==> src/rtl/iso_date_to_epoch_nanos_macros.svh <==
// assertion macros shared by the date conversion block
`ifndef ISO_DATE_TO_EPOCH_NANOS_MACROS_SVH
`define ISO_DATE_TO_EPOCH_NANOS_MACROS_SVH

// same-cycle implication, checked outside reset
`define IDTN_ASSERT_IMPL(name, clk, rst_n, ante, cons) \
    name: assert property (@(posedge clk) disable iff (!rst_n) (ante) |-> (cons)) \
        else $error("idtn assertion failed");

// next-cycle implication, checked outside reset
`define IDTN_ASSERT_NEXT(name, clk, rst_n, ante, cons) \
    name: assert property (@(posedge clk) disable iff (!rst_n) (ante) |=> (cons)) \
        else $error("idtn assertion failed");

`endif

==> src/rtl/idtn_pkg.sv <==
// types, constants and tables for the date to epoch conversion
package idtn_pkg;

    // result status codes
    typedef enum logic [1:0] {
        ST_OK         = 2'd0,
        ST_BAD_FORMAT = 2'd1,
        ST_BAD_FIELD  = 2'd2
    } t_status;

    localparam int CHARS      = 10;
    localparam int YEAR_W     = 14;
    localparam int DOY_W      = 9;
    localparam int DAYS_W     = 23;
    localparam int NANOS_W    = 64;
    localparam int QUOT_W     = 12;
    localparam int CENT_W     = 7;

    localparam logic [7:0] CHAR_MINUS = 8'h2D;
    localparam logic [7:0] CHAR_ZERO  = 8'h30;
    localparam logic [7:0] CHAR_NINE  = 8'h39;
    localparam logic [7:0] TEXT_LEN   = 8'd10;

    // year is biased by three 400-year eras so that all arithmetic stays positive
    localparam int YEAR_BIAS   = 1200;
    // 719468 plus three eras of 146097 days
    localparam int DAYS_BIAS   = 1157759;
    // floor(q / 25) as (q * 5243) >> 17, exact for q below 2800
    localparam int RECIP_25    = 5243;
    localparam int RECIP_SHIFT = 17;
    // 86400e9 = 1318359375 << 16
    localparam logic signed [31:0] NANOS_MUL = 32'sd1318359375;
    localparam int NANOS_SHIFT = 16;
    localparam logic signed [DAYS_W-1:0] DAYS_FIT_MAX = 23'sd106751;

    // decoded first stage of one date
    typedef struct packed {
        t_status            status;
        logic [YEAR_W-1:0]  year_biased;
        logic [DOY_W-1:0]   doy;
    } t_parse;

    // days before the first of a month in a year that starts in March
    function automatic logic [DOY_W-1:0] days_before_month(input logic [3:0] mp);
        logic [DOY_W-1:0] r;
        case (mp)
            4'd0:    r = 9'd0;
            4'd1:    r = 9'd31;
            4'd2:    r = 9'd61;
            4'd3:    r = 9'd92;
            4'd4:    r = 9'd122;
            4'd5:    r = 9'd153;
            4'd6:    r = 9'd184;
            4'd7:    r = 9'd214;
            4'd8:    r = 9'd245;
            4'd9:    r = 9'd275;
            4'd10:   r = 9'd306;
            4'd11:   r = 9'd337;
            default: r = 9'd0;
        endcase
        return r;
    endfunction

endpackage

==> src/rtl/idtn_parse.sv <==
// text check and field decode for one YYYY-MM-DD date
module idtn_parse (
    input  logic [7:0]                          i_text_length,
    input  logic [idtn_pkg::CHARS-1:0][7:0]     i_text,
    output idtn_pkg::t_parse                    o_parse
);

    logic [idtn_pkg::CHARS-1:0]         w_dig;
    logic [idtn_pkg::CHARS-1:0][3:0]    w_val;
    logic                               w_year_neg;
    logic                               w_year_ok;
    logic [13:0]                        w_year_mag3;
    logic [13:0]                        w_year_mag4;
    logic signed [14:0]                 w_year;
    logic signed [14:0]                 w_year_adj;
    logic [6:0]                         w_month;
    logic [6:0]                         w_day;
    logic                               w_month_ok;
    logic                               w_day_ok;
    logic                               w_early;
    logic [3:0]                         w_mp;

    // per-character digit test and value
    always_comb begin
        for (int k = 0; k < idtn_pkg::CHARS; k++) begin
            w_dig[k] = (i_text[k] >= idtn_pkg::CHAR_ZERO) && (i_text[k] <= idtn_pkg::CHAR_NINE);
            w_val[k] = i_text[k][3:0];
        end
    end

    // year field, optional leading minus
    assign w_year_neg  = (i_text[0] == idtn_pkg::CHAR_MINUS);
    assign w_year_ok   = w_year_neg ? (&w_dig[3:1]) : (&w_dig[3:0]);
    assign w_year_mag3 = 14'(w_val[1]) * 14'd100 + 14'(w_val[2]) * 14'd10 + 14'(w_val[3]);
    assign w_year_mag4 = 14'(w_val[0]) * 14'd1000 + w_year_mag3;
    assign w_year      = w_year_neg ? -$signed({1'b0, w_year_mag3})
                                    : $signed({1'b0, w_year_mag4});

    // month and day must be two digits in range; a minus fails the digit test
    assign w_month    = 7'(w_val[5]) * 7'd10 + 7'(w_val[6]);
    assign w_day      = 7'(w_val[8]) * 7'd10 + 7'(w_val[9]);
    assign w_month_ok = w_dig[5] && w_dig[6] && (w_month >= 7'd1) && (w_month <= 7'd12);
    assign w_day_ok   = w_dig[8] && w_dig[9] && (w_day >= 7'd1) && (w_day <= 7'd31);

    // march-based year and month index
    assign w_early    = (w_month <= 7'd2);
    assign w_year_adj = w_year + 15'(idtn_pkg::YEAR_BIAS) - 15'(w_early);
    assign w_mp       = w_early ? 4'(w_month + 7'd9) : 4'(w_month - 7'd3);

    // status priority: format before fields
    always_comb begin
        if ((i_text_length != idtn_pkg::TEXT_LEN) ||
            (i_text[4] != idtn_pkg::CHAR_MINUS) || (i_text[7] != idtn_pkg::CHAR_MINUS)) begin
            o_parse.status = idtn_pkg::ST_BAD_FORMAT;
        end else if (!(w_year_ok && w_month_ok && w_day_ok)) begin
            o_parse.status = idtn_pkg::ST_BAD_FIELD;
        end else begin
            o_parse.status = idtn_pkg::ST_OK;
        end
        o_parse.year_biased = w_year_adj[idtn_pkg::YEAR_W-1:0];
        o_parse.doy = idtn_pkg::days_before_month(w_mp) + 9'(w_day) - 9'd1;
    end

endmodule

==> src/rtl/iso_date_to_epoch_nanos.sv <==
// top level: four-stage pipeline from ISO date text to epoch days and nanoseconds
//
//  channel | valid        | ready        | payload
//  --------+--------------+--------------+-----------------------------------------------
//  input   | i_in_valid   | o_in_ready   | i_text_length, i_text_char_0..9
//  output  | o_out_valid  | i_out_ready  | o_status, o_epoch_days, o_epoch_nanos,
//          |              |              | o_nanos_overflow
//
// one beat per cycle sustained while i_out_ready is high; each beat is registered in stages 1 through 4 in order
// stages: text decode, divide by 100, day sum, 23x32 nanosecond multiply
// each stage takes new data when it is empty or the stage after it moves, so bubbles close up
// a stalled output holds its beat; earlier stages keep filling until the pipe is full
// synchronous active-low reset clears the stage valid bits only
`include "iso_date_to_epoch_nanos_macros.svh"

module iso_date_to_epoch_nanos (
    input  logic                   i_clk,
    input  logic                   i_rst_n,
    input  logic                   i_in_valid,
    output logic                   o_in_ready,
    input  logic [7:0]             i_text_length,
    input  logic [7:0]             i_text_char_0,
    input  logic [7:0]             i_text_char_1,
    input  logic [7:0]             i_text_char_2,
    input  logic [7:0]             i_text_char_3,
    input  logic [7:0]             i_text_char_4,
    input  logic [7:0]             i_text_char_5,
    input  logic [7:0]             i_text_char_6,
    input  logic [7:0]             i_text_char_7,
    input  logic [7:0]             i_text_char_8,
    input  logic [7:0]             i_text_char_9,
    output logic                   o_out_valid,
    input  logic                   i_out_ready,
    output logic [1:0]             o_status,
    output logic signed [22:0]     o_epoch_days,
    output logic signed [63:0]     o_epoch_nanos,
    output logic                   o_nanos_overflow
);

    localparam int YW = idtn_pkg::YEAR_W;
    localparam int DW = idtn_pkg::DAYS_W;

    idtn_pkg::t_parse                   w_parse;

    // stage valid bits and per-stage ready
    logic                               r_v1, r_v2, r_v3, r_v4;
    logic                               w_rdy1, w_rdy2, w_rdy3, w_rdy4;

    // stage 1 payload
    idtn_pkg::t_parse                   r_s1;
    // stage 2 payload
    idtn_pkg::t_status                  r_s2_status;
    logic [YW-1:0]                      r_s2_year;
    logic [idtn_pkg::DOY_W-1:0]         r_s2_doy;
    logic [idtn_pkg::CENT_W-1:0]        r_s2_cent;
    // stage 3 payload
    idtn_pkg::t_status                  r_s3_status;
    logic signed [DW-1:0]               r_s3_days;
    logic                               r_s3_ovf;
    // stage 4 payload (output register)
    idtn_pkg::t_status                  r_s4_status;
    logic signed [DW-1:0]               r_s4_days;
    logic signed [idtn_pkg::NANOS_W-1:0] r_s4_nanos;
    logic                               r_s4_ovf;

    logic [idtn_pkg::QUOT_W-1:0]        w_q1;
    logic [23:0]                        w_recip;
    logic [idtn_pkg::QUOT_W-1:0]        w_q2;
    logic [24:0]                        w_sum;
    logic signed [DW-1:0]               w_days;
    logic signed [DW+31:0]              w_nprod;

    // text decode
    idtn_parse u_parse (
        .i_text_length (i_text_length),
        .i_text        ({i_text_char_9, i_text_char_8, i_text_char_7, i_text_char_6,
                         i_text_char_5, i_text_char_4, i_text_char_3, i_text_char_2,
                         i_text_char_1, i_text_char_0}),
        .o_parse       (w_parse)
    );

    // backpressure chain
    assign w_rdy4     = !r_v4 || i_out_ready;
    assign w_rdy3     = !r_v3 || w_rdy4;
    assign w_rdy2     = !r_v2 || w_rdy3;
    assign w_rdy1     = !r_v1 || w_rdy2;
    assign o_in_ready = w_rdy1;

    // valid bits
    always_ff @(posedge i_clk) begin
        if (!i_rst_n) begin
            r_v1 <= 1'b0;
            r_v2 <= 1'b0;
            r_v3 <= 1'b0;
            r_v4 <= 1'b0;
        end else begin
            if (w_rdy1) r_v1 <= i_in_valid;
            if (w_rdy2) r_v2 <= r_v1;
            if (w_rdy3) r_v3 <= r_v2;
            if (w_rdy4) r_v4 <= r_v3;
        end
    end

    // stage 2 math: centuries = floor(floor(year / 4) / 25)
    assign w_q1    = r_s1.year_biased[YW-1:2];
    assign w_recip = 24'(w_q1) * 24'(idtn_pkg::RECIP_25);

    // stage 3 math: day count from the biased march year
    assign w_q2   = r_s2_year[YW-1:2];
    assign w_sum  = 25'(r_s2_year) * 25'd365 + 25'(w_q2) + 25'(r_s2_cent[idtn_pkg::CENT_W-1:2])
                  + 25'(r_s2_doy) - 25'(r_s2_cent) - 25'(idtn_pkg::DAYS_BIAS);
    assign w_days = $signed(w_sum[DW-1:0]);

    // stage 4 math: days times 86400e9 as an odd multiply and a shift
    assign w_nprod = r_s3_days * idtn_pkg::NANOS_MUL;

    // pipeline payload registers
    always_ff @(posedge i_clk) begin
        if (w_rdy1) begin
            r_s1 <= w_parse;
        end
        if (w_rdy2) begin
            r_s2_status <= r_s1.status;
            r_s2_year   <= r_s1.year_biased;
            r_s2_doy    <= r_s1.doy;
            r_s2_cent   <= idtn_pkg::CENT_W'(w_recip >> idtn_pkg::RECIP_SHIFT);
        end
        if (w_rdy3) begin
            r_s3_status <= r_s2_status;
            if (r_s2_status == idtn_pkg::ST_OK) begin
                r_s3_days <= w_days;
                r_s3_ovf  <= (w_days > idtn_pkg::DAYS_FIT_MAX) ||
                             (w_days < -idtn_pkg::DAYS_FIT_MAX);
            end else begin
                r_s3_days <= '0;
                r_s3_ovf  <= 1'b0;
            end
        end
        if (w_rdy4) begin
            r_s4_status <= r_s3_status;
            r_s4_days   <= r_s3_days;
            r_s4_nanos  <= 64'(w_nprod) << idtn_pkg::NANOS_SHIFT;
            r_s4_ovf    <= r_s3_ovf;
        end
    end

    // output beat
    assign o_out_valid      = r_v4;
    assign o_status         = r_s4_status;
    assign o_epoch_days     = r_s4_days;
    assign o_epoch_nanos    = r_s4_nanos;
    assign o_nanos_overflow = r_s4_ovf;

    // checks
    `IDTN_ASSERT_IMPL(a_err_zero, i_clk, i_rst_n, o_out_valid && (o_status != idtn_pkg::ST_OK), (o_epoch_days == '0) && (o_epoch_nanos == '0) && !o_nanos_overflow)
    `IDTN_ASSERT_IMPL(a_ovf_range, i_clk, i_rst_n, o_out_valid && o_nanos_overflow, (o_epoch_days > idtn_pkg::DAYS_FIT_MAX) || (o_epoch_days < -idtn_pkg::DAYS_FIT_MAX))
    `IDTN_ASSERT_IMPL(a_ready_when_empty, i_clk, i_rst_n, !o_out_valid, o_in_ready)
    `IDTN_ASSERT_NEXT(a_drain, i_clk, i_rst_n, o_out_valid && i_out_ready && !r_v3, !o_out_valid)

endmodule
==> config.mk <==
export PLATFORM = sky130hd
export DESIGN_NAME = iso_date_to_epoch_nanos
export DESIGN_NICKNAME = d
export VERILOG_FILES = /design/src/rtl/idtn_pkg.sv /design/src/rtl/idtn_parse.sv /design/src/rtl/iso_date_to_epoch_nanos.sv
export VERILOG_INCLUDE_DIRS = /design/src /design/src/rtl
export SDC_FILE = /design/constraint.sdc
export NUM_CORES = 1
export LEC_CHECK = 0
export BUFFER_PORTS_ARGS = -buffer_cell sky130_fd_sc_hd__buf_2
export CAP_MARGIN = 15
export CORE_MARGIN = 5
export CORE_UTILIZATION = 56
export DETAILED_ROUTE_END_ITERATION = 16
export HOLD_SLACK_MARGIN = 0.06
export PLACE_DENSITY = 0.82
export SYNTH_ARGS = -nofsm -noshare
export SYNTH_HDL_FRONTEND = slang
export SYNTH_SLANG_ARGS = --single-unit
==> constraint.sdc <==
create_clock -name i_clk -period 8.29 [get_ports i_clk]
set_input_delay 0.829 -clock i_clk [delete_from_list [all_inputs] [get_ports i_clk]]
set_output_delay 0.829 -clock i_clk [all_outputs]
set_load 0.005 [all_outputs]
==> results of run 1 <==
worst register-to-register path: stages (launching register included):
cell,delay (ps)
edfxtp_1,530
ha_1,480
inv_1,100
fa_1,590
fa_1,490
fa_1,530
fa_1,550
inv_1,50
fa_1,530
inv_1,50
fa_1,530
inv_1,40
ha_1,370
a21o_1,190
a21o_1,170
a21oi_1,200
o22ai_1,120
a2111oi_1,680
o21bai_1,270
a311oi_1,600
o21ai_0,220
xor2_1,170
registers in the layout, indices dropped and copies added (netlist names):
name,cells
o_epoch_nanos,47
r_s1,25
o_epoch_days,23
r_s3_days,23
r_s2_year,14
r_s2_doy,9
r_s2_cent,7
o_status,2
r_s2_status,2
r_s3_status,2
o_nanos_overflow,1
o_out_valid,1
r_s3_ovf,1
r_v1,1
r_v2,1
r_v3,1
metrics by stage:
step / utilization / setup WS, ps / cells
finish: 0.6088 / 589.9 / 3456
global route: 0.6088 / 210.2 / 3456
CTS: 0.6082 / 556.4 / 3455
floorplan: - / 1540 / 2672
global placement: 0.5951 / 678.3 / 3423
detailed placement: 0.5951 / 607.3 / 3423
Yosys cell counts, types with 4 or more instances:
cell / number
inv_1: 759
ha_1: 522
fa_1: 363
edfxtp_1: 156
a21oi_1: 104
xnor2_1: 83
nor2_1: 82
nand2_1: 69
o21ai_0: 63
a21o_1: 47
xor2_1: 47
nand3_1: 25
nor3_1: 25
nand4_1: 21
o21a_1: 20
o21bai_1: 19
buf_4: 18
clkbuf_1: 16
nor2b_1: 15
and2_1: 14
a31oi_1: 12
and3_1: 12
a211oi_1: 10
nand2b_1: 9
or2_2: 9
nor4_1: 8
o211ai_1: 8
o22ai_1: 8
o31ai_1: 7
or3_1: 6
a211o_1: 5
o221ai_1: 5
dfxtp_1: 4
nor4b_1: 4
o311ai_0: 4
o31a_1: 4
worst min path at each step:
stage                     cells after the start  slack (ps)               end
after floorplan                               0         400  o_nanos_overflow
after global placement                        0         410      r_s2_year[0]
after detailed placement                      0         410       r_s2_doy[2]
after CTS                                     0         430    r_s2_status[0]
after global routing                          0         440    r_s2_status[0]
final                                         0         420  o_nanos_overflow
cells in the final DEF, fill, tap and decap left out, drive strengths merged, types with 5 or more instances in the layout:
cell / n
o21bai: 19
conb: 17
a211oi: 13
a211o: 7
or3: 6
o21ai: 65
a21oi: 104
o21a: 20
ha: 522
buf: 175
nand2: 69
nor3: 25
a31oi: 12
nand2b: 9
inv: 765
and2: 15
o221ai: 5
edfxtp: 156
nor2: 82
xor2: 47
and3: 12
fa: 363
nand4: 21
o211ai: 8
clkbuf: 18
nand3: 25
o31ai: 9
or2: 10
a21o: 48
nor4: 9
a2111oi: 5
o22ai: 8
nor2b: 15
xnor2: 84
metal layers:
| metal | vias up | part of all wire | track usage |
|---|---|---|---|
| met5 | - | 0.00020 | 0 |
| met4 | 2 | 0.045 | 0.1020 |
| met3 | 148 | 0.040 | 0.03678 |
| met2 | 478 | 0.52 | 0.4529 |
| met1 | 9132 | 0.39 | 0.2857 |
| li1 | 8877 | - | - |
area by class of cell:
cell class	count	area, um2
clock buffers	18	429.2
clock inverters	14	195.2
fillers	3883	18640
inverters	759	2850
multi-input cells	1715	19080
flip-flops and latches	160	4765
well taps	615	769.5
repair buffers	175	915.9
cell families after synthesis:
logic type | count (synthesis)
multiplexers | 5
buffers and inverters | 797
XOR/XNOR | 132
adder cells (fa/ha/maj) | 885
AO/OA/AOI/OAI | 359
other | 1
AND/OR/NAND/NOR | 317
flip-flops | 160
==> out/metrics.csv, run 1 <==
stage;metric;value;unit
outcome;status;finished, final reports clean;
sta;Max-Slew Margin vs Limit;0.2327;
clocking;htree depth;4;
floorplan;Die Span Y;229.1;um
logic_synthesis;synth top area cells;fa_1, ha_1, edfxtp_1;
route;TritonRoute pass-1 iters;5;
logic_synthesis;leading area contributor after synthesis;fa_1;
logic_synthesis;post-synthesis mux area share;0.002002;
worst_setup_path;crit path buf inv count;4;
worst_setup_path;Worst EP arrival;7920;ps
clocking;Root Buffer;clkbuf_16;
logic_synthesis;sequential cell area fraction in the yosys report;0.1773;
worst_setup_path;delay of the slowest critical-path stage;680;ps
logic_synthesis;Top FF cell, synth;edfxtp_1;
floorplan;# rows;80;
grt;initial antenna violation count;1;
worst_setup_path;worst r2r src;r_s3_days[22];
grt;vias in the first global route;20380;
worst_setup_path;slowest CP cell;a2111oi_1;
worst_setup_path;register-to-register setup slack;590;ps
placed_design;HPWL Detailed;55040;um
worst_setup_path;Crit. path cell count;21;
clocking;Clk Latency, worst-skew pair;470;ps
clocking;clk slew on worst S/H paths;70;ps
placed_design;GPL Wtd Cong;1.111;
min_path;Worst Hold Launch;r_s3_ovf;
clocking;Bufs on Longest Clock Path;2;
sta;maximum clock rate;129.9;MHz
logic_synthesis;synth unique cells;83;
floorplan;Die Wd;229.1;um
clocking;CTS tree;built;
logic_synthesis;Synth Area in XOR/XNOR;0.04380;
logic_synthesis;combinational family with the most area after synthesis;adder cells;
layout;Final Instance Area;29010;um2
clocking;CTS resizes;0;
layout;Nets;3805;
worst_setup_path;Critical Path Source;r_s3_days[22];
clocking;clock sinks;160;
route;Routed WL;63450;um
logic_synthesis;mean post-synth cell area;10.12;um2
grt;grt total ovfl;0;
route;mean routed wirelength per cell;18.36;um
layout;area grow syn2layout;7.918;%
worst_setup_path;CP Data Required Time;8510;ps
route;Initial DRC Count;920;
min_path;hold crit path type;register to register;
floorplan;core area;47650;um2
logic_synthesis;post-synth top area share;0.2704;
sta;Hold Slack;424.5;ps
worst_setup_path;critical path's most frequent cell;fa_1;
route;Post-DRT Antenna Nets;0;
placed_design;placed cell area;28350;um2
floorplan;I/O Pins;184;
worst_setup_path;CP cell instances;ha_1 -> inv_1 -> fa_1 -> fa_1 -> fa_1 -> fa_1 -> inv_1 -> fa_1 -> inv_1 -> fa_1 -> inv_1 -> ha_1 -> a21o_1 -> a21o_1 -> a21oi_1 -> o22ai_1 -> a2111oi_1 -> o21bai_1 -> a311oi_1 -> o21ai_0 -> xor2_1;
sta;Slew @ Worst Pin;1148;ps
logic_synthesis;Yosys reg bits;160;
sta;final hold vios;0;
sta;Clock Skews;14.73;ps
grt;largest net degree at the start of global routing;74;
floorplan;die area;52480;um2
sta;Final Setup Violations;0;
worst_setup_path;CP Class;register to register;
worst_setup_path;critical path fanouts, max;6;
worst_setup_path;Critical Path Sink Type;register;
logic_synthesis;FFs w/ async S/R, synth;0;
logic_synthesis;post-synthesis simple-gate area fraction;0.05991;
worst_setup_path;Setup crit end;o_epoch_nanos[62];
logic_synthesis;synth warn;0;
clocking;setup bufs post-CTS;0;
clocking;clock buffer count from CTS;17;
logic_synthesis;Mapped Area;26880;um2
logic_synthesis;number of flops mapped to enable cells by yosys;156;
grt;first-pass GRT wire length;103200;um
floorplan;starting density of the core;0.5641;
clocking;CTS Hold Buffers Added;0;
placed_design;Port Buf Inserts;167;
layout;ANT cells;0;
layout;share of cells above drive strength 1;0.08553;
route;total number of vias;18640;
route;vias per cell;5.393;
worst_setup_path;R2R cell count;21;
grt;Tot GR Track Use;0.2458;
logic_synthesis;Compound-Gate Fraction of Synth Area;0.08849;
job;max cap viols;0;
sta;setup_tns;0;ps
worst_setup_path;Top delay family on crit path;adder cells;
worst_setup_path;startpoint types;register;
sta;RSZ-0062 raised after global routing;no;
route;DRC;0;
sta;final critical-path required period;7700;ps
logic_synthesis;Synth Area in Adders;0.5134;
logic_synthesis;Post-Synthesis Cells;2656;
sta;crit share post-route;0.9288;
worst_setup_path;r2r endpoint;o_epoch_nanos[62];
sta;fin. max-slew vios;0;
Power of run 1 is not shown: default switching activity piles up to over one toggle a cycle in this logic, so the estimate is an artifact.
==> run 2, diff against run 1 <==
--- a/config.mk
+++ b/config.mk
@@ -8,7 +8,6 @@
 export LEC_CHECK = 0
 export BUFFER_PORTS_ARGS = -buffer_cell sky130_fd_sc_hd__buf_2
 export CAP_MARGIN = 15
-export CORE_MARGIN = 5
 export CORE_UTILIZATION = 56
 export DETAILED_ROUTE_END_ITERATION = 16
 export HOLD_SLACK_MARGIN = 0.06
==> run 2 against run 1 <==
Effect of this change:
- count of clock-buffer cells in the layout decreased by 1
- critical endpoint unchanged
- the run now ends with design-rule violations left
- critical path depth is 2 lower
- via count grew 0.25%
==> out/metrics.csv, run 2 (synthesis results as in run 1) <==
stage;metric;value;unit;change
worst_setup_path;CP Data Required Time;8510;ps;about the same
sta;final critical-path required period;7714;ps;+14.15 ps
route;total number of vias;18680;;+0.25%
floorplan;# rows;79;;-1.3%
layout;Nets;3805;;unchanged
layout;commonest non-fill, non-tap cell in the layout;inv_1;;
sta;fin. max-slew vios;0;;unchanged
floorplan;starting density of the core;0.5725;;+0.008344
grt;largest net degree at the start of global routing;74;;unchanged
clocking;Root Buffer;clkbuf_16;;
layout;commonest non-fill, non-tap cells in the layout;inv_1, ha_1, fa_1;;
floorplan;Die Span Y;221.1;um;-3.5%
clocking;clk slew on worst S/H paths;70;ps;about the same
clocking;clock sinks;160;;unchanged
clocking;CTS resizes;0;;unchanged
sta;crit share post-route;0.9306;;+0.001706
clocking;CTS Hold Buffers Added;0;;unchanged
clocking;CTS tree;built;;
clocking;setup bufs post-CTS;0;;unchanged
route;DRC;1;;+1
grt;first-pass GRT wire length;101600;um;-1.5%
route;Initial DRC Count;896;;-2.6%
min_path;hold crit path type;register to register;;
placed_design;GPL Wtd Cong;1.033;;-7.0%
route;mean routed wirelength per cell;18.14;um;-1.2%
grt;grt total ovfl;0;;unchanged
job;max cap viols;0;;unchanged
route;Post-DRT Antenna Nets;0;;unchanged
grt;initial antenna violation count;1;;unchanged
clocking;clock buffer count from CTS;17;;unchanged
placed_design;Port Buf Inserts;167;;unchanged
placed_design;HPWL Detailed;54360;um;-1.2%
floorplan;I/O Pins;184;;unchanged
placed_design;placed cell count;3415;;-0.23%
sta;Final Setup Violations;0;;unchanged
route;TritonRoute pass-1 iters;11;;+6
sta;setup_tns;0;ps;unchanged
clocking;Clk Latency, worst-skew pair;470;ps;about the same
sta;Slew @ Worst Pin;1058;ps;-90.50 ps
layout;share of cells above drive strength 1;0.08448;;-0.001056
outcome;failing checks;design-rule violations;;
floorplan;die area;48880;um2;-6.9%
worst_setup_path;critical path fanouts, max;9;;+3
route;vias per cell;5.417;;+0.45%
layout;area grow syn2layout;7.537;%;
clocking;Bufs on Longest Clock Path;2;;unchanged
worst_setup_path;Critical Path Sink Type;register;;
sta;maximum clock rate;129.6;MHz;-0.18%
sta;Hold Slack;419.2;ps;-5.345 ps
floorplan;core area;46950;um2;-1.5%
layout;Largest register FFs;47;;unchanged
grt;Tot GR Track Use;0.2656;;+0.01988
sta;Clock Skews;9.100;ps;-5.632 ps
worst_setup_path;CP Class;register to register;;
route;Routed WL;62570;um;-1.4%
worst_setup_path;Worst EP arrival;7930;ps;about the same
clocking;htree depth;4;;unchanged
placed_design;placed cell area;28340;um2;about the same
sta;Max-Slew Margin vs Limit;0.2932;;+0.06048
grt;vias in the first global route;20320;;-0.29%
floorplan;Die Wd;221.1;um;-3.5%
sta;RSZ-0062 raised after global routing;no;;
outcome;status;complete, but fails checks;;
layout;non-filler instance count after layout;3449;;-0.20%
worst_setup_path;startpoint types;register;;
layout;Final Instance Area;28900;um2;-0.35%
sta;final hold vios;0;;unchanged
[run 2: cell count changes in the layout (fill, tap and decap cells not counted), sizes merged]
cell / change
diode: +1
clkinvlp: +3
clkbuf: -1
bufinv: -2
inv: -4
clkinv: +4
[run 2: critical path, cell delays in order (launching register included)]
cell and delay [ps]:
edfxtp_1 590, fa_1 650, ha_1 200, inv_1 70, fa_1 460, fa_1 560
fa_1 450, fa_1 530, fa_1 560, inv_1 50, ha_1 370, a21oi_1 320
o211ai_1 160, a31oi_1 190, o221ai_1 310, a2111oi_1 720, o21bai_1 260, a311oi_1 610
o21ai_0 210, xor2_1 170
[run 2: final timing paths]
| kind | slack (ps) | endpoint | cells past startpoint | startpoint |
|---|---|---|---|---|
| max | 580 | o_epoch_nanos[62] | 19 | r_s3_days[14] |
| max reg2reg | 580 | o_epoch_nanos[62] | 19 | r_s3_days[14] |
| min reg2reg | 420 | r_s2_year[1] | 0 | r_s1[10] |
| min | 420 | r_s2_year[1] | 0 | r_s1[10] |
[run 2: stage by stage]
stage,util,setup slack (ps)
2_1_floorplan,-,1540
3_3_place_gp,0.6037,687.0
3_5_place_dp,0.6037,561.1
4_1_cts,0.6152,576.5
5_1_grt,0.6156,152.0
6_report,0.6156,575.7
[run 2: layer usage]
metal  global-route usage  vias up  share of wire
met3              0.03944      148          0.048
met2               0.4859      585           0.51
met1               0.3027     9079           0.39
met5                    0        -              0
li1                     -     8871              -
met4               0.1290        0          0.048
[run 2: cell type report]
type / count / area [um2]
fillers: 3739 / 18050
well taps: 607 / 759.5
clock buffers: 17 / 425.4
diodes: 1 / 2.502
multi-input cells: 1715 / 19080
inverters: 759 / 2850
clock inverters: 15 / 116.4
repair buffers: 175 / 903.4
flip-flops and latches: 160 / 4765
Power of run 2 is left out for the same reason.
==> run 3, diff against run 2 <==
--- a/config.mk
+++ b/config.mk
@@ -14,4 +14,5 @@
 export PLACE_DENSITY = 0.82
 export SYNTH_ARGS = -nofsm -noshare
 export SYNTH_HDL_FRONTEND = slang
+export SYNTH_HIERARCHICAL = 1
 export SYNTH_SLANG_ARGS = --single-unit
==> run 3 against run 2 <==
Effect of this change:
- the flow now finishes without violations
- sequential cell count is the same
- wire length shrank 0.56%
- via count shrank 0.83%
- critical path depth grew 4
- global-route usage shrank 0.33 points
- synthesized cell count shrank 0.53%
- core utilization grew 0.28 points
- non-clock buffer count is the same
==> out/metrics.csv, run 3 <==
stage;metric;value;unit;change
min_path;Worst Hold Depth;0;;unchanged
route;Post-DRT Antenna Nets;0;;unchanged
route;Routed WL;62210;um;-0.56%
layout;commonest non-fill, non-tap cell in the layout;inv_1;;
sta;Clock Skews;11.83;ps;+2.735 ps
clocking;CTS tree;built;;
worst_setup_path;CP Data Required Time;8510;ps;about the same
worst_setup_path;CP Class;register to register;;
logic_synthesis;Post-Synthesis Cells;2642;;-0.53%
floorplan;Die Wd;221.2;um;about the same
logic_synthesis;leading area contributor after synthesis;fa_1;;
floorplan;starting density of the core;0.5732;;+0.0007728
route;mean routed wirelength per cell;18.11;um;-0.19%
logic_synthesis;most common cell in the netlist;inv_1;;
logic_synthesis;post-synth top area share;0.2707;;+0.0003793
sta;fin. max-slew vios;0;;unchanged
sta;final critical-path required period;7562;ps;-151.8 ps
route;Initial DRC Count;772;;-14%
layout;ANT cells;0;;-1
logic_synthesis;FFs w/ async S/R, synth;0;;unchanged
sta;Slew @ Worst Pin;1003;ps;-54.64 ps
worst_setup_path;crit path buf inv count;7;;+5
clocking;CTS Hold Buffers Added;0;;unchanged
clocking;clock sinks;160;;unchanged
sta;crit share post-route;0.9122;;-0.01831
logic_synthesis;mean post-synth cell area;10.19;um2;+0.67%
min_path;hold crit path type;register to register;;
route;DRC;0;;-1
grt;largest net degree at the start of global routing;74;;unchanged
logic_synthesis;synth warn;6;;+6
job;max cap viols;0;;unchanged
worst_setup_path;CP cell instances;fa_1 -> ha_1 -> inv_1 -> fa_1 -> inv_1 -> fa_1 -> inv_1 -> fa_1 -> inv_1 -> fa_1 -> inv_1 -> fa_1 -> inv_1 -> ha_1 -> nand2_1 -> o21ai_0 -> o221ai_1 -> o31ai_1 -> inv_1 -> a31o_2 -> a2bb2oi_1 -> a2111oi_0 -> or3_1;;
sta;Final Setup Violations;0;;unchanged
sta;fin worst setup slack;727.5;ps;+151.8 ps
worst_setup_path;critical path fanouts, max;10;;+1
worst_setup_path;Critical Path Sink Type;register;;
sta;setup_tns;0;ps;unchanged
placed_design;GPL Wtd Cong;0.9696;;-6.1%
logic_synthesis;Mapped Area;26910;um2;+0.13%
logic_synthesis;sequential cell area fraction in the yosys report;0.1770;;-0.0002390
sta;RSZ-0062 raised after global routing;no;;
sta;Hold Slack;416.5;ps;-2.704 ps
logic_synthesis;Yosys reg bits;160;;unchanged
floorplan;# rows;79;;unchanged
clocking;clk slew on worst S/H paths;80;ps;about the same
worst_setup_path;slowest CP cell;edfxtp_1;;
placed_design;pre-CTS setup slack;705.2;ps;+144.1 ps
logic_synthesis;number of flops mapped to enable cells by yosys;156;;unchanged
logic_synthesis;most frequent cells after synthesis;inv_1, ha_1, fa_1;;
sta;maximum clock rate;132.2;MHz;+2.0%
clocking;Bufs on Longest Clock Path;2;;unchanged
worst_setup_path;critical path's most frequent cell;inv_1;;
sta;final hold vios;0;;unchanged
worst_setup_path;Crit. path cell count;23;;+4
grt;first-pass GRT wire length;100200;um;-1.4%
grt;vias in the first global route;20050;;-1.3%
layout;area grow syn2layout;7.875;%;
clocking;Root Buffer;clkbuf_16;;
placed_design;HPWL Detailed;54100;um;-0.49%
worst_setup_path;delay of the slowest critical-path stage;630;ps;-90 ps
worst_setup_path;R2R cell count;23;;+4
clocking;htree depth;4;;unchanged
outcome;status;finished, final reports clean;;
sta;Max-Slew Margin vs Limit;0.3313;;+0.03814
layout;commonest non-fill, non-tap cells in the layout;inv_1, ha_1, fa_1;;
layout;share of cells above drive strength 1;0.08660;;+0.002126
floorplan;I/O Pins;184;;unchanged
placed_design;Port Buf Inserts;167;;unchanged
grt;Tot GR Track Use;0.2624;;-0.003270
clocking;clock buffer count from CTS;17;;unchanged
logic_synthesis;Top FF cell, synth;edfxtp_1;;
clocking;CTS resizes;0;;unchanged
layout;Fillers;3736;;-0.080%
grt;initial antenna violation count;0;;-1
floorplan;die area;48940;um2;+0.14%
route;vias per cell;5.392;;-0.45%
worst_setup_path;Top delay family on crit path;adder cells;;
layout;fin util;0.6184;;+0.002772
worst_setup_path;Worst EP arrival;7780;ps;-150 ps
worst_setup_path;startpoint types;register;;
grt;grt total ovfl;0;;unchanged
floorplan;core area;46950;um2;unchanged
clocking;Clk Latency, worst-skew pair;480;ps;about the same
layout;Largest register FFs;47;;unchanged
logic_synthesis;synth top area cells;fa_1, ha_1, edfxtp_1;;
clocking;setup bufs post-CTS;0;;unchanged
layout;Nets;3794;;-0.29%
route;total number of vias;18530;;-0.83%
floorplan;Die Span Y;221.2;um;about the same
logic_synthesis;synth unique cells;88;;+6.0%
route;TritonRoute pass-1 iters;5;;-6
==> run 3: per-layer routing <==
layer / GRT usage / share of wire
met1: 0.2862 / 0.39
met5: 0 / 0
met2: 0.4898 / 0.52
met3: 0.03067 / 0.031
met4: 0.1511 / 0.060
==> run 3: final timing paths <==
path,slack (ps),from,endpoint
setup / recovery,730,r_s3_days[17],o_epoch_nanos[60]
hold / removal,420,r_s1[3],r_s2_doy[3]
setup reg to reg,730,r_s3_days[17],o_epoch_nanos[60]
hold reg to reg,420,r_s1[3],r_s2_doy[3]
==> run 3: cells by family after synthesis <==
family / synth area share
flip-flops: 0.1770
buffers and inverters: 0.1101
other: 0.0001393
AO/OA/AOI/OAI: 0.08582
adder cells (fa/ha/maj): 0.5134
XOR/XNOR: 0.03793
multiplexers: 0.005765
AND/OR/NAND/NOR: 0.06982
==> run 3: layout make-up <==
type	count	area (um2)	share of cell area
inverters	734	2755	0.09489
repair buffers	175	915.9	0.03154
well taps	607	759.5	0.02616
clock inverters	15	170.2	0.005861
clock buffers	17	425.4	0.01465
flip-flops and latches	160	4765	0.1641
multi-input cells	1728	19240	0.6628
==> run 3: stage by stage <==
| step | area, um2 | std cells |
|---|---|---|
| final | 29030 | 3436 |
| after global routing | 29030 | 3436 |
| after CTS | 29010 | 3435 |
| after detailed placement | 28410 | 3403 |
| after global placement | 28410 | 3403 |
| after floorplan | 26970 | 2657 |
==> run 3: worst reg2reg max path: stages, from the launching register on <==
cell and delay [ps]:
edfxtp_1 630, fa_1 540, ha_1 320, inv_1 60
fa_1 540, inv_1 60, fa_1 540, inv_1 70
fa_1 530, inv_1 50, fa_1 530, inv_1 60
fa_1 540, inv_1 50, ha_1 410, nand2_1 110
o21ai_0 270, o221ai_1 220, o31ai_1 400, inv_1 110
a31o_2 260, a2bb2oi_1 430, a2111oi_0 190, or3_1 410
Power of run 3 is left out for the same reason.
